## config.mk

```make
export PLATFORM = sky130hd
export DESIGN_NAME = blt_ctrl
export DESIGN_NICKNAME = d
export VERILOG_FILES = /design/src/rtl/blt_pkg.sv /design/src/rtl/blt_ctrl.sv
export SDC_FILE = /design/constraint.sdc
export NUM_CORES = 1
export LEC_CHECK = 0
export BUFFER_PORTS_ARGS = -buffer_cell sky130_fd_sc_hd__buf_2
export CORE_UTILIZATION = 46
export DETAILED_ROUTE_END_ITERATION = 6
export GPL_ROUTABILITY_DRIVEN = 0
export PLACE_DENSITY = 0.81
export SLEW_MARGIN = 20
export SYNTH_ARGS = -nofsm -noshare
export SYNTH_HDL_FRONTEND = slang
export SYNTH_SLANG_ARGS = --single-unit
```

## constraint.sdc

```tcl
create_clock -name clk -period 1.5 [get_ports clk]
set_input_delay 0.3 -clock clk [delete_from_list [all_inputs] [get_ports clk]]
set_output_delay 0.3 -clock clk [all_outputs]
set_load 0.02 [all_outputs]
```

## src/rtl/blt_pkg.sv

```systemverilog
// Shared types and constants for the binary lane tracker.
package blt_pkg;

    typedef struct packed {
        logic [31:0] pixel_bits;
        logic        frame_end;
    } item_t;

    typedef struct packed {
        logic               found;
        logic signed [11:0] steering_milli;
    } result_t;

    localparam int CFG_DATA_W  = 16;
    localparam int CFG_INDEX_W = 3;

    localparam logic [CFG_INDEX_W-1:0] CFG_POINT_COUNT      = 3'd0;
    localparam logic [CFG_INDEX_W-1:0] CFG_SEARCH_RANGE     = 3'd1;
    localparam logic [CFG_INDEX_W-1:0] CFG_ROW_STEP         = 3'd2;
    localparam logic [CFG_INDEX_W-1:0] CFG_SMOOTH_LIMIT     = 3'd3;
    localparam logic [CFG_INDEX_W-1:0] CFG_COLUMN_THRESHOLD = 3'd4;

    localparam logic [6:0]  RST_POINT_COUNT      = 7'd25;
    localparam logic [7:0]  RST_SEARCH_RANGE     = 8'd40;
    localparam logic [4:0]  RST_ROW_STEP         = 5'd5;
    localparam logic [15:0] RST_SMOOTH_LIMIT     = 16'd15;
    localparam logic [6:0]  RST_COLUMN_THRESHOLD = 7'd19;

    localparam int START_ROW   = 500;
    localparam int SUM_ROWS    = 64;
    localparam int BAND_MARGIN = 128;
    localparam int NEEDED_MIDS = 5;
    localparam int CNT_W       = 7;
    localparam int ACC_W       = 6;
    localparam int ROW_W       = 12;
    localparam int MID_CNT_W   = 3;

    localparam logic [1:0] PH_RIGHT_START = 2'd0;
    localparam logic [1:0] PH_LEFT_START  = 2'd1;
    localparam logic [1:0] PH_TRACK_LEFT  = 2'd2;
    localparam logic [1:0] PH_TRACK_RIGHT = 2'd3;

    typedef struct packed {
        logic       store;
        logic       init;
        logic       prep;
        logic       div;
        logic       base;
        logic       issue;
        logic       acc;
        logic       advance;
        logic       take;
        logic       miss;
        logic       commit;
        logic       fin_sq;
        logic       fin_acc;
        logic       next_k;
        logic       emit;
        logic [1:0] phase;
    } blt_cmd_t;

    typedef struct packed {
        logic empty;
        logic hit;
        logic last_word;
        logic acc_last;
        logic more_points;
        logic has_prev;
    } blt_status_t;

endpackage

```

## src/rtl/blt_ctrl.sv

```systemverilog
// Sequencer for frame load, start search, lane tracking and result output.
module blt_ctrl (
    input  logic                clk,
    input  logic                rst_n,
    input  logic                start,
    input  logic                frame_end,
    input  blt_pkg::blt_status_t status,
    output blt_pkg::blt_cmd_t   cmd,
    output logic                busy
);
    import blt_pkg::*;

    localparam logic [3:0] S_IDLE   = 4'd0;
    localparam logic [3:0] S_PREP   = 4'd1;
    localparam logic [3:0] S_DIV    = 4'd2;
    localparam logic [3:0] S_BASE   = 4'd3;
    localparam logic [3:0] S_ISSUE  = 4'd4;
    localparam logic [3:0] S_ACC    = 4'd5;
    localparam logic [3:0] S_DRAIN  = 4'd6;
    localparam logic [3:0] S_TEST   = 4'd7;
    localparam logic [3:0] S_NEXT   = 4'd8;
    localparam logic [3:0] S_LOOP   = 4'd9;
    localparam logic [3:0] S_COMMIT = 4'd10;
    localparam logic [3:0] S_FINSQ  = 4'd11;
    localparam logic [3:0] S_FINACC = 4'd12;
    localparam logic [3:0] S_EMIT   = 4'd13;

    logic [3:0] state_reg, state_next;
    logic [1:0] phase_reg, phase_next;
    logic       count_mode;

    assign count_mode = (phase_reg == PH_RIGHT_START) || (phase_reg == PH_LEFT_START);
    assign busy       = (state_reg != S_IDLE);

    always_comb
    begin
        cmd        = '0;
        cmd.phase  = phase_reg;
        state_next = state_reg;
        phase_next = phase_reg;
        unique case (state_reg)
            S_IDLE:
            begin
                if (start)
                begin
                    cmd.store = 1'b1;
                    if (frame_end)
                    begin
                        cmd.init   = 1'b1;
                        phase_next = PH_RIGHT_START;
                        state_next = S_PREP;
                    end
                end
            end
            S_PREP:
            begin
                cmd.prep   = 1'b1;
                state_next = S_DIV;
            end
            S_DIV:
            begin
                if (status.empty)
                begin
                    cmd.miss   = 1'b1;
                    state_next = S_NEXT;
                end
                else
                begin
                    cmd.div    = 1'b1;
                    state_next = S_BASE;
                end
            end
            S_BASE:
            begin
                cmd.base   = 1'b1;
                state_next = count_mode ? S_ACC : S_ISSUE;
            end
            S_ISSUE:
            begin
                cmd.issue  = 1'b1;
                state_next = S_TEST;
            end
            S_ACC:
            begin
                cmd.acc = 1'b1;
                if (status.acc_last)
                begin
                    state_next = S_DRAIN;
                end
            end
            S_DRAIN:
            begin
                state_next = S_TEST;
            end
            S_TEST:
            begin
                if (status.hit)
                begin
                    cmd.take   = 1'b1;
                    state_next = S_NEXT;
                end
                else if (status.last_word)
                begin
                    cmd.miss   = 1'b1;
                    state_next = S_NEXT;
                end
                else
                begin
                    cmd.advance = 1'b1;
                    state_next  = count_mode ? S_ACC : S_ISSUE;
                end
            end
            S_NEXT:
            begin
                unique case (phase_reg)
                    PH_RIGHT_START:
                    begin
                        phase_next = PH_LEFT_START;
                        state_next = S_PREP;
                    end
                    PH_LEFT_START:
                    begin
                        state_next = S_LOOP;
                    end
                    PH_TRACK_LEFT:
                    begin
                        phase_next = PH_TRACK_RIGHT;
                        state_next = S_PREP;
                    end
                    PH_TRACK_RIGHT:
                    begin
                        state_next = S_COMMIT;
                    end
                    default:
                    begin
                        state_next = S_IDLE;
                    end
                endcase
            end
            S_LOOP:
            begin
                if (status.more_points)
                begin
                    phase_next = PH_TRACK_LEFT;
                    state_next = S_PREP;
                end
                else
                begin
                    state_next = S_COMMIT;
                end
            end
            S_COMMIT:
            begin
                cmd.commit = 1'b1;
                if (status.has_prev)
                begin
                    state_next = S_FINSQ;
                end
                else if (status.more_points)
                begin
                    cmd.next_k = 1'b1;
                    state_next = S_LOOP;
                end
                else
                begin
                    state_next = S_EMIT;
                end
            end
            S_FINSQ:
            begin
                cmd.fin_sq = 1'b1;
                state_next = S_FINACC;
            end
            S_FINACC:
            begin
                cmd.fin_acc = 1'b1;
                if (status.more_points)
                begin
                    cmd.next_k = 1'b1;
                    state_next = S_LOOP;
                end
                else
                begin
                    state_next = S_EMIT;
                end
            end
            S_EMIT:
            begin
                cmd.emit   = 1'b1;
                state_next = S_IDLE;
            end
            default:
            begin
                state_next = S_IDLE;
            end
        endcase
    end

    always_ff @(posedge clk or negedge rst_n)
    begin
        if (!rst_n)
        begin
            state_reg <= S_IDLE;
            phase_reg <= PH_RIGHT_START;
        end
        else
        begin
            state_reg <= state_next;
            phase_reg <= phase_next;
        end
    end

endmodule

```

==> metrics.md, run 1 <==
| Metric | Value |
|---|---|
| Cell variety after synth | `37` |
| Max clock buf depth | `2` |
| Die width | `40.4 µm` |
| Seq cells post-synth | `6` |
| Grt ovf | `11` |
| Io pins | `28` |
| Syn nets | `99` |
| Ys Warns | `0` |
| Ys flop type | `dfrtp_1` |
| Post-synth ARST share | `100%` |
| H-Tree Depth | `1` |
| Post-DP HPWL | `1.51 mm` |
| CTS buffer count | `3` |
| DIE HEIGHT | `40.4 µm` |
| Sequential fraction of the synthesis area | `22.2%` |
| Port Buffers | `27` |
| EDFF count, synth | `0` |
| Largest net degree at the start of global routing | `9` |
| CTS root buffer | `clkbuf_4` |
| Stop stage | `global routing` |
| Total track usage | `69.7%` |
| Post-GRT worst EP | `cmd[7]` |
| Post-Syn Instances | `89` |
| Cell area after synthesis | `677 µm²` |
| Cell Rows | `13` |
| Placed instance count | `136` |
| Kind of the worst endpoint | `primary output` |
| Avg Inst Size Synth | `7.61 µm²` |
| Clk sinks | `6` |
| Initial core utilization | `50.8%` |
| Status | `did not finish` |
| Stop err | `[ERROR GRT-0232] Routing congestion too high. Check the congestion heatmap in the GUI.` |
## metal layers
layer	global-route usage [%]	overflow
met1	70.3	0
met2	88.1	5
met3	43.9	0
met4	80.0	6
met5	12.5	0
## through the flow
stage	area (µm²)	hold slack [ns]	utilization [%]	setup slack [ns]
2_1_floorplan	688	0.00441	-	0.00865
3_3_place_gp	875	0.122	65.6	-0.0238
3_5_place_dp	875	0.123	65.6	-0.0356
4_1_cts	1170	0.388	87.8	-0.119
## cell families after synthesis
group | share of synthesized area, %
AO/OA/AOI/OAI | 24.0
buffers and inverters | 11.8
flip-flops | 22.2
multiplexers | 2.96
AND/OR/NAND/NOR | 39.0
## cell usage after synthesis (all sizes together), types with 2 or more instances
| library cell | instances | area share [%] |
|---|---|---|
| nand2b | 6 | 9.2 |
| and2 | 2 | 2.0 |
| nand4 | 2 | 1.8 |
| nand2 | 5 | 3.1 |
| o21ai | 6 | 4.4 |
| a211oi | 4 | 5.2 |
| nand3 | 2 | 1.5 |
| nor3 | 7 | 5.2 |
| buf | 7 | 8.5 |
| nor2 | 12 | 7.8 |
| a21oi | 5 | 3.7 |
| mux2i | 2 | 3.0 |
| dfrtp | 6 | 22 |
| and3 | 2 | 1.8 |
| nor4 | 2 | 1.8 |
| o22ai | 3 | 2.8 |
| inv | 6 | 3.3 |
## repair_timing
| action | CTS |
|---|---|
| resized for setup | 34 |
| endpoints found under the setup margin | 17 |
| gates cloned | 0 |
| hold buffers | 1 |
| endpoints found under the hold margin | 6 |
| pin swaps | 5 |
| setup buffers | 21 |
==> run 2, diff against run 1 <==
CORE_AREA = 2 2 63 65   (was not set)
CORE_UTILIZATION = not set   (was 46)
DIE_AREA = 0 0 65 67   (was not set)
PLACE_DENSITY = not set   (was 0.81)
PLACE_DENSITY_LB_ADDON = 0.15   (was not set)
==> run 2 against run 1 <==
  * The flow now finishes, with violations (setup timing)
  * Synthesized cell count stayed put
  * Synthesized area stayed put
==> metrics.md, run 2 <==
| Metric | Value |
|---|---|
| CTS tree | `built` |
| DRT iter0 DRCs | `30` |
| Worst-Skew Late Latency | `0.23 ns` |
| Hold Path Depth | `2` |
| Cell Rows | `22` |
| Final net count | `149` |
| Synth top cells by count | `11 x nor2_1, 7 x nor3_1, 6 x dfrtp_1` |
| Post-DRT Antenna Nets | `0` |
| Relative slew slack | `76.2%` |
| Sequential fraction of the synthesis area | `22.2%` |
| Routed wl met2 | `1.26 mm` |
| Initial antenna violation count | `0` |
| Final hold vios | `0` |
| Post-synth ARST share | `100%` |
| Clk sinks | `6` |
| Post-DP HPWL | `1.69 mm` |
| VDD IR max | `0.741 mV` |
| DIE HEIGHT | `67 µm` |
| R2R depth | `6` |
| CP Data Required Time | `1.20 ns` |
| Final setup viols | `14` |
| Post-synth top area cell | `dfrtp_1` |
| Io pins | `28` |
| R2R Setup Slk | `0.06 ns` |
| Max clock buf depth | `2` |
| Core Footprint | `3610 µm²` |
| Crit share post-route | `106%` |
| Area contributors post-synth | `dfrtp_1 22%, nand2b_4 6.1%, nor2_1 6.1%` |
| Worst Hold Class | `in -> reg` |
| Vias | `847` |
| Tmin final | `1.60 ns` |
| Final Worst Setup Slack | `-0.0955 ns` |
| Slew of the pin with the lowest slew margin | `0.354 ns` |
| Crit-path max FO | `7` |
| Startpoint types | `flip-flop` |
| Top layer used by detailed routing | `met4` |
| P&R area growth vs syn | `79.9%` |
| Total track usage | `11.4%` |
| Clk slew on worst S/H paths | `0.04 ns` |
| RSZ-0062 raised after global routing | `yes` |
| Commonest cells after routing, fill and taps aside | `26 x buf_4, 16 x buf_2, 8 x nor2_1, 8 x buf_6, 5 x o21ai_1` |
| Max FFs per register | `4` |
| Most common cell in the netlist | `nor2_1` |
| Placed Area | `921 µm²` |
| Ys flop type | `dfrtp_1` |
| Met3 Wirelength | `81 µm` |
| Number of global-route vias before repair | `876` |
| Die area | `4360 µm²` |
| Clock Skew | `0.00249 ns` |
| Maxcap violations | `0` |
| Routed met1 length | `1.14 mm` |
| PwrDens | `2090 nW/µm²` |
| Design area | `1220 µm²` |
| Drt first pass iters | `4` |
| Cell area after synthesis | `677 µm²` |
| Ys Warns | `0` |
| Pins Over Slew Limit | `0` |
| CTS buffer count | `3` |
| DR WL/cell | `13.6 µm` |
| Seq cells post-synth | `6` |
| H-Tree Depth | `1` |
| # diodes | `0` |
| Cell variety after synth | `37` |
| Failing checks | `setup timing` |
| Grt ovf | `0` |
| Layout cells sized above 1 | `61.3%` |
| Total Wirelength | `2.52 mm` |
| DRC viols | `0` |
| Status | `finished with violations` |
| WP data arrival | `1.30 ns` |
| Avg Inst Size Synth | `7.61 µm²` |
| Global-route wire length before repair | `3.88 mm` |
| Largest net degree at the start of global routing | `18` |
| Vias/cell | `4.58` |
| Total negative slack | `-0.705 ns` |
| Most common cell after layout, fill and taps aside | `buf_4` |
| Filler instances | `380` |
| Yosys top cell area share | `22.2%` |
| Syn nets | `99` |
| FMAX | `627 MHz` |
| CTS root buffer | `clkbuf_8` |
| Leak | `0.537 nW` |
| Post-Syn Instances | `89` |
| Port Buffers | `27` |
| EDFF count, synth | `0` |
| Critical path endpoint category | `output port` |
| Initial core utilization | `18.8%` |
| CP Class | `reg -> out` |
| Die width | `65 µm` |
run 2: worst paths after layout:
| check | start | endpoint |
|---|---|---|
| hold reg to reg | phase_reg[0] | phase_reg[0] |
| setup reg to reg | state_reg[1] | state_reg[1] |
| setup / recovery | state_reg[2] | cmd[13] |
| hold / removal | status[1] | state_reg[2] |
| max in group asynchronous | rst_n | state_reg[3] |
| min in group asynchronous | rst_n | state_reg[1] |
run 2: critical path, cell delays in order (launching register included):
cell	delay, ns
dfrtp_2	0.46
buf_4	0.17
nor4_4	0.25
buf_4	0.18
run 2: cells by family after synthesis:
| kind of cell | share of synthesized area, % |
|---|---|
| multiplexers | 2.96 |
| buffers and inverters | 11.8 |
| AND/OR/NAND/NOR | 39.0 |
| AO/OA/AOI/OAI | 24.0 |
| flip-flops | 22.2 |
run 2: area by class of cell:
class | count | area, µm² | area share (%)
multi-input combinational | 70 | 544 | 44.7
clock buffer | 3 | 41.3 | 3.39
timing repair buffer | 52 | 395 | 32.5
inverter | 6 | 22.5 | 1.85
tap | 48 | 60.1 | 4.93
sequential | 6 | 154 | 12.6
run 2: routing by layer:
| layer | track usage, % | vias up |
|---|---|---|
| li1 | - | 423 |
| met3 | 0.845 | 4 |
| met1 | 14.7 | 396 |
| met4 | 5.59 | 0 |
| met5 | 0 | - |
| met2 | 19.2 | 24 |
run 2: stage by stage:
stage | setup slack (ns) | util (%) | cells | power [mW] | hold slack (ns)
2_1_floorplan | 0.00865 | - | 89 | 1.36 | 0.00441
3_3_place_gp | 0.0369 | 25.5 | 168 | 1.79 | 0.139
3_5_place_dp | 0.00101 | 25.5 | 168 | 1.79 | 0.133
4_1_cts | -0.0722 | 30.6 | 181 | 2.31 | 0.422
5_1_grt | -0.142 | 33.8 | 185 | 2.73 | 0.436
6_report | -0.0955 | 33.8 | 185 | 2.54 | 0.424
run 2: what timing repair did:
item                                    4_1_cts  5_1_grt
resized for setup                            25       21
buffers inserted                              9        4
endpoints found under the setup margin       16       16
endpoints found under the hold margin         6        0
hold buffers                                  1        0
pin swaps                                     4        6
run 2: report_power, final:
group	internal (mW)	switching, mW
logic	0.941	0.947
clock network	0.173	0.0744
registers	0.245	0.162
total	1.36	1.18
Power figures use the tool's default switching activity.
==> run 3, diff against run 2 <==
BUFFER_PORTS_ARGS = not set   (was -buffer_cell sky130_fd_sc_hd__buf_2)
DONT_BUFFER_PORTS = 1   (was not set)
==> run 3 against run 2 <==
  * The run still ends with setup timing left
  * Wire length is 3.7% higher
  * Fmax is 0.81% higher
  * Critical path depth is 1 higher
  * Clock-buffer cell count stayed put
  * Via count is 0.94% lower
  * Clock power is 2% lower
  * Worst hold slack worse by 0.20 ns
  * Critical path type unchanged
  * Die area stayed put
  * Worst setup slack better by 0.013 ns
  * First-iteration DRC count is 63% lower
  * Combinational power is 7% higher
==> metrics.md, run 3 (synthesis results as in run 2) <==
| Metric | Value |
|---|---|
| Final hold vios | `0` |
| Cell Rows | `22` |
| Startpoint types | `flip-flop` |
| Initial antenna violation count | `0` |
| Maxcap violations | `0` |
| Final net count | `137` |
| Overall Power | `2.64 mW` |
| Global-route wire length before repair | `4.17 mm` |
| Layout cells sized above 1 | `59.2%` |
| R2R depth | `6` |
| Slew of the pin with the lowest slew margin | `0.269 ns` |
| CTS buffer count | `3` |
| Max clock buf depth | `2` |
| Total track usage | `12.2%` |
| Endpoint, Worst Hold | `state_reg[2]` |
| Vias/cell | `4.85` |
| Hold Path Depth | `1` |
| H-Tree Depth | `1` |
| Clock Skew | `0.00734 ns` |
| Post-DP HPWL | `1.80 mm` |
| Worst Hold Class | `in -> reg` |
| Total negative slack | `-0.625 ns` |
| Final Non-Filler Cells | `173` |
| Die area | `4360 µm²` |
| Relative slew slack | `81.5%` |
| Status | `finished with violations` |
| WP data arrival | `1.28 ns` |
| Grt ovf | `0` |
| R2R Setup Slk | `0.07 ns` |
| PwrDens | `2150 nW/µm²` |
| Pre-CTS setup slack | `0.00990 ns` |
| # diodes | `0` |
| Leak | `0.515 nW` |
| RSZ-0062 raised after global routing | `yes` |
| R2R Path End | `state_reg[1]` |
| Core Footprint | `3610 µm²` |
| Post-DRT Antenna Nets | `0` |
| Crit-path max FO | `4` |
| Total Wirelength | `2.61 mm` |
| Largest net degree at the start of global routing | `8` |
| Critical path endpoint category | `output port` |
| Min-delay src | `status[1]` |
| CP Class | `reg -> out` |
| Die width | `65 µm` |
| Final Worst Setup Slack | `-0.0828 ns` |
| Worst-Skew Late Latency | `0.22 ns` |
| Commonest cells after routing, fill and taps aside | `24 x buf_4, 11 x buf_6, 8 x nor2_1, 5 x inv_1, 5 x o21ai_1` |
| Clk slew on worst S/H paths | `0.04 ns` |
| DRT iter0 DRCs | `11` |
| CTS tree | `built` |
| Critical R2R Launch | `state_reg[2]` |
| Most common cell after layout, fill and taps aside | `buf_4` |
| P&R area growth vs syn | `81.5%` |
| Number of global-route vias before repair | `876` |
| CTS root buffer | `clkbuf_8` |
| Filler instances | `367` |
| Port Buffers | `0` |
| Pins Over Slew Limit | `0` |
| DR WL/cell | `15.1 µm` |
| VDD IR max | `0.780 mV` |
| DIE HEIGHT | `67 µm` |
| DRC viols | `0` |
| Clk sinks | `6` |
| Final setup viols | `15` |
| Tmin final | `1.58 ns` |
| Io pins | `28` |
| Placed instance count | `158` |
| Failing checks | `setup timing` |
| Initial core utilization | `18.8%` |
| Crit share post-route | `106%` |
| CP Data Required Time | `1.20 ns` |
| Max FFs per register | `4` |
| FMAX | `632 MHz` |
| Drt first pass iters | `5` |
| Vias | `839` |
-- run 3: final cells by class --
type | count | area, µm² | share of cell area [%]
inverters | 6 | 22.5 | 1.83
repair buffers | 40 | 379 | 30.9
clock buffers | 3 | 41.3 | 3.36
well taps | 48 | 60.1 | 4.89
multi-input cells | 70 | 571 | 46.4
flip-flops and latches | 6 | 155 | 12.6
-- run 3: per-layer routing --
metal | vias up | wire, µm | track usage, %
li1 | 396 | - | -
met1 | 411 | 1020 | 14.3
met2 | 29 | 1430 | 23.2
met3 | 3 | 131 | 2.53
met4 | 0 | 31 | 1.60
met5 | - | 0 | 0
-- run 3: worst max-delay path by stage --
stage | to | depth (start not counted) | start
final | cmd[3] | 4 | state_reg[1]
after global routing | cmd[7] | 4 | state_reg[2]
after CTS | cmd[3] | 4 | state_reg[1]
after detailed placement | cmd[15] | 2 | state_reg[3]
after global placement | state_reg[1] | 5 | state_reg[1]
after floorplan | cmd[3] | 5 | state_reg[2]
-- run 3: worst max-delay path: stages, from the launching register on --
cell and delay (ns):
dfrtp_2 0.43, buf_12 0.15, mux2i_1 0.25, nor3b_2 0.08, buf_4 0.16
-- run 3: power by group --
group | switching, mW | leakage [nW] | internal (mW)
Clock | 0.0687 | 0.0216 | 0.172
Sequential | 0.127 | 0.0711 | 0.247
Combinational | 1.03 | 0.423 | 0.995
Total | 1.23 | 0.515 | 1.41
-- run 3: metrics by stage --
step           utilization (%)  cell area (µm²)  hold WS (ns)
2_1_floorplan                -              688       0.00441
3_3_place_gp              25.3              913       0.00455
3_5_place_dp              25.3              913       0.00456
4_1_cts                   31.8             1150         0.223
5_1_grt                   34.1             1230         0.224
6_report                  34.1             1230         0.224
-- run 3: what timing repair did --
action | CTS | global route
pin swaps | 4 | 4
hold endpoints to repair | 6 | 0
setup buffers | 10 | 1
hold buffers | 1 | 0
resized for setup | 25 | 17
setup endpoints to repair | 16 | 17
==> run 4, diff against run 3 <==
ABC_AREA = 0   (was not set)
GPL_TIMING_DRIVEN = 1   (was not set)
clock period = 1.95 ns   (was 1.5 ns; I/O delays follow)
==> run 4 against run 3 <==
  * Cell count down 14%
  * Sequential share of layout area up 5.5 points
  * Flip-flop and latch count unchanged
  * Global-route usage down 1.5 points
  * Worst setup slack better by 0.18 ns
  * The flow now finishes without violations
==> metrics.md, run 4 (synthesis results as in run 2) <==
| Metric | Value |
|---|---|
| Status | `finished clean` |
| Cell Rows | `22` |
| Grt ovf | `0` |
| Core Footprint | `3610 µm²` |
| FMAX | `539 MHz` |
| # diodes | `0` |
| Maxcap violations | `0` |
| Initial core utilization | `18.8%` |
| Met3 Wirelength | `194 µm` |
| Critical Path Slowest Stage Cell | `dfrtp_1` |
| CTS root buffer | `clkbuf_8` |
| DRT iter0 DRCs | `10` |
| Die width | `65 µm` |
| Final net count | `113` |
| Top layer used by detailed routing | `met4` |
| CTS tree | `built` |
| Io pins | `28` |
| Initial antenna violation count | `0` |
| Crit. Startpoint | `state_reg[0]` |
| Drt first pass iters | `4` |
| Final setup viols | `0` |
| Layout Utilization | `23.5%` |
| CP cell instances | `buf_4, nand2b_4, nor4_1, buf_4` |
| Leak | `0.342 nW` |
| Routed wl met2 | `936 µm` |
| Total negative slack | `0 ns` |
| Final Non-Filler Cells | `149` |
| R2R Setup Slk | `0.38 ns` |
| Post-DRT Antenna Nets | `0` |
| Worst Hold Class | `in -> reg` |
| Slew of the pin with the lowest slew margin | `0.409 ns` |
| Filler instances | `406` |
| Critical Path Most Common Cell | `buf_4` |
| Placed instance count | `145` |
| Port Buffers | `0` |
| R2R depth | `6` |
| Post-DP HPWL | `1.67 mm` |
| Relative slew slack | `72.6%` |
| DRC viols | `0` |
| Hold Path Depth | `1` |
| Min-delay src | `status[1]` |
| Clk slew on worst S/H paths | `0.03 ns` |
| R2R Path End | `state_reg[0]` |
| Max FFs per register | `4` |
| CP Data Required Time | `1.56 ns` |
| Vias/cell | `4.77` |
| Pins Over Slew Limit | `0` |
| Endpoint, Worst Hold | `state_reg[2]` |
| Routed met1 length | `1.01 mm` |
| Max clock buf depth | `2` |
| Vias | `711` |
| Commonest cells after routing, fill and taps aside | `15 x buf_4, 11 x nor2_1, 7 x nor3_1` |
| CP Class | `reg -> out` |
| Layout cells sized above 1 | `30.7%` |
| Startpoint types | `flip-flop` |
| Die area | `4360 µm²` |
| VDD IR max | `0.488 mV` |
| Total Wirelength | `2.16 mm` |
| PwrDens | `1670 nW/µm²` |
| Critical path endpoint category | `output port` |
| DR WL/cell | `14.5 µm` |
| Most common cell after layout, fill and taps aside | `buf_4` |
| Worst-Skew Late Latency | `0.22 ns` |
| Postcts setup bufs | `0` |
| Clk sinks | `6` |
| Tmin final | `1.86 ns` |
| Crit-path max FO | `7` |
| Global-route wire length before repair | `3.61 mm` |
| CTS buffer count | `3` |
| DIE HEIGHT | `67 µm` |
| P&R area growth vs syn | `25.1%` |
| Clock Skew | `0.00201 ns` |
| H-Tree Depth | `1` |
| Crit-path max cell delay | `0.44 ns` |
| WP data arrival | `1.47 ns` |
| Final hold vios | `0` |
| Crit share post-route | `95.2%` |
| Total track usage | `10.7%` |
| Number of global-route vias before repair | `714` |
| Largest net degree at the start of global routing | `18` |
| RSZ-0062 raised after global routing | `no` |
| Critical R2R Launch | `state_reg[0]` |
[run 4: cell count changes in the layout (fill, tap and decap cells not counted), sizes merged]
cell and change:
buf -24
[run 4: through the flow]
stage / area (µm²) / hold WS, ns / setup WS, ns / power, mW
after CTS: 843 / 0.331 / 0.0368 / 1.42
after floorplan: 677 / 0.0944 / 0.164 / 1.03
after global routing: 847 / 0.321 / 0.0103 / 1.54
after detailed placement: 792 / 0.0946 / 0.286 / 1.23
final: 847 / 0.325 / 0.0941 / 1.41
after global placement: 792 / 0.0945 / 0.277 / 1.24
[run 4: layer usage]
layer / vias up / GRT usage [%]
met5: - / 0
met3: 2 / 2.87
met4: 0 / 3.19
met1: 329 / 14.9
met2: 32 / 16.1
li1: 348 / -
[run 4: final cells by class]
class | count | area (µm²) | share of cell area [%]
clock buffer | 3 | 41.3 | 4.87
inverter | 6 | 22.5 | 2.66
multi-input combinational | 70 | 447 | 52.7
sequential | 6 | 154 | 18.2
tap | 48 | 60.1 | 7.09
timing repair buffer | 16 | 123 | 14.5
[run 4: critical path: cells and delay by family (launching register included)]
family,cells,cell delay [ns]
buf+inv,2,0.41
flops,1,0.44
simple gates,2,0.39
[run 4: worst max-delay path by stage]
stage	to	slack (ns)	cells after the start
3_3_place_gp	cmd[3]	0.28	3
5_1_grt	cmd[3]	0.01	4
3_5_place_dp	cmd[6]	0.29	2
2_1_floorplan	cmd[13]	0.16	3
4_1_cts	cmd[13]	0.04	4
6_report	cmd[13]	0.09	4
[run 4: what timing repair did]
action | CTS | global route
hold buffers | 1 | 0
endpoints found under the hold margin | 6 | 0
gates resized for setup | 0 | 3
setup endpoints to repair | 0 | 4
[run 4: report_power, final]
part | switching (mW) | internal [mW]
clock | 0.0480 | 0.132
combinational | 0.481 | 0.376
sequential | 0.188 | 0.187
total | 0.717 | 0.695
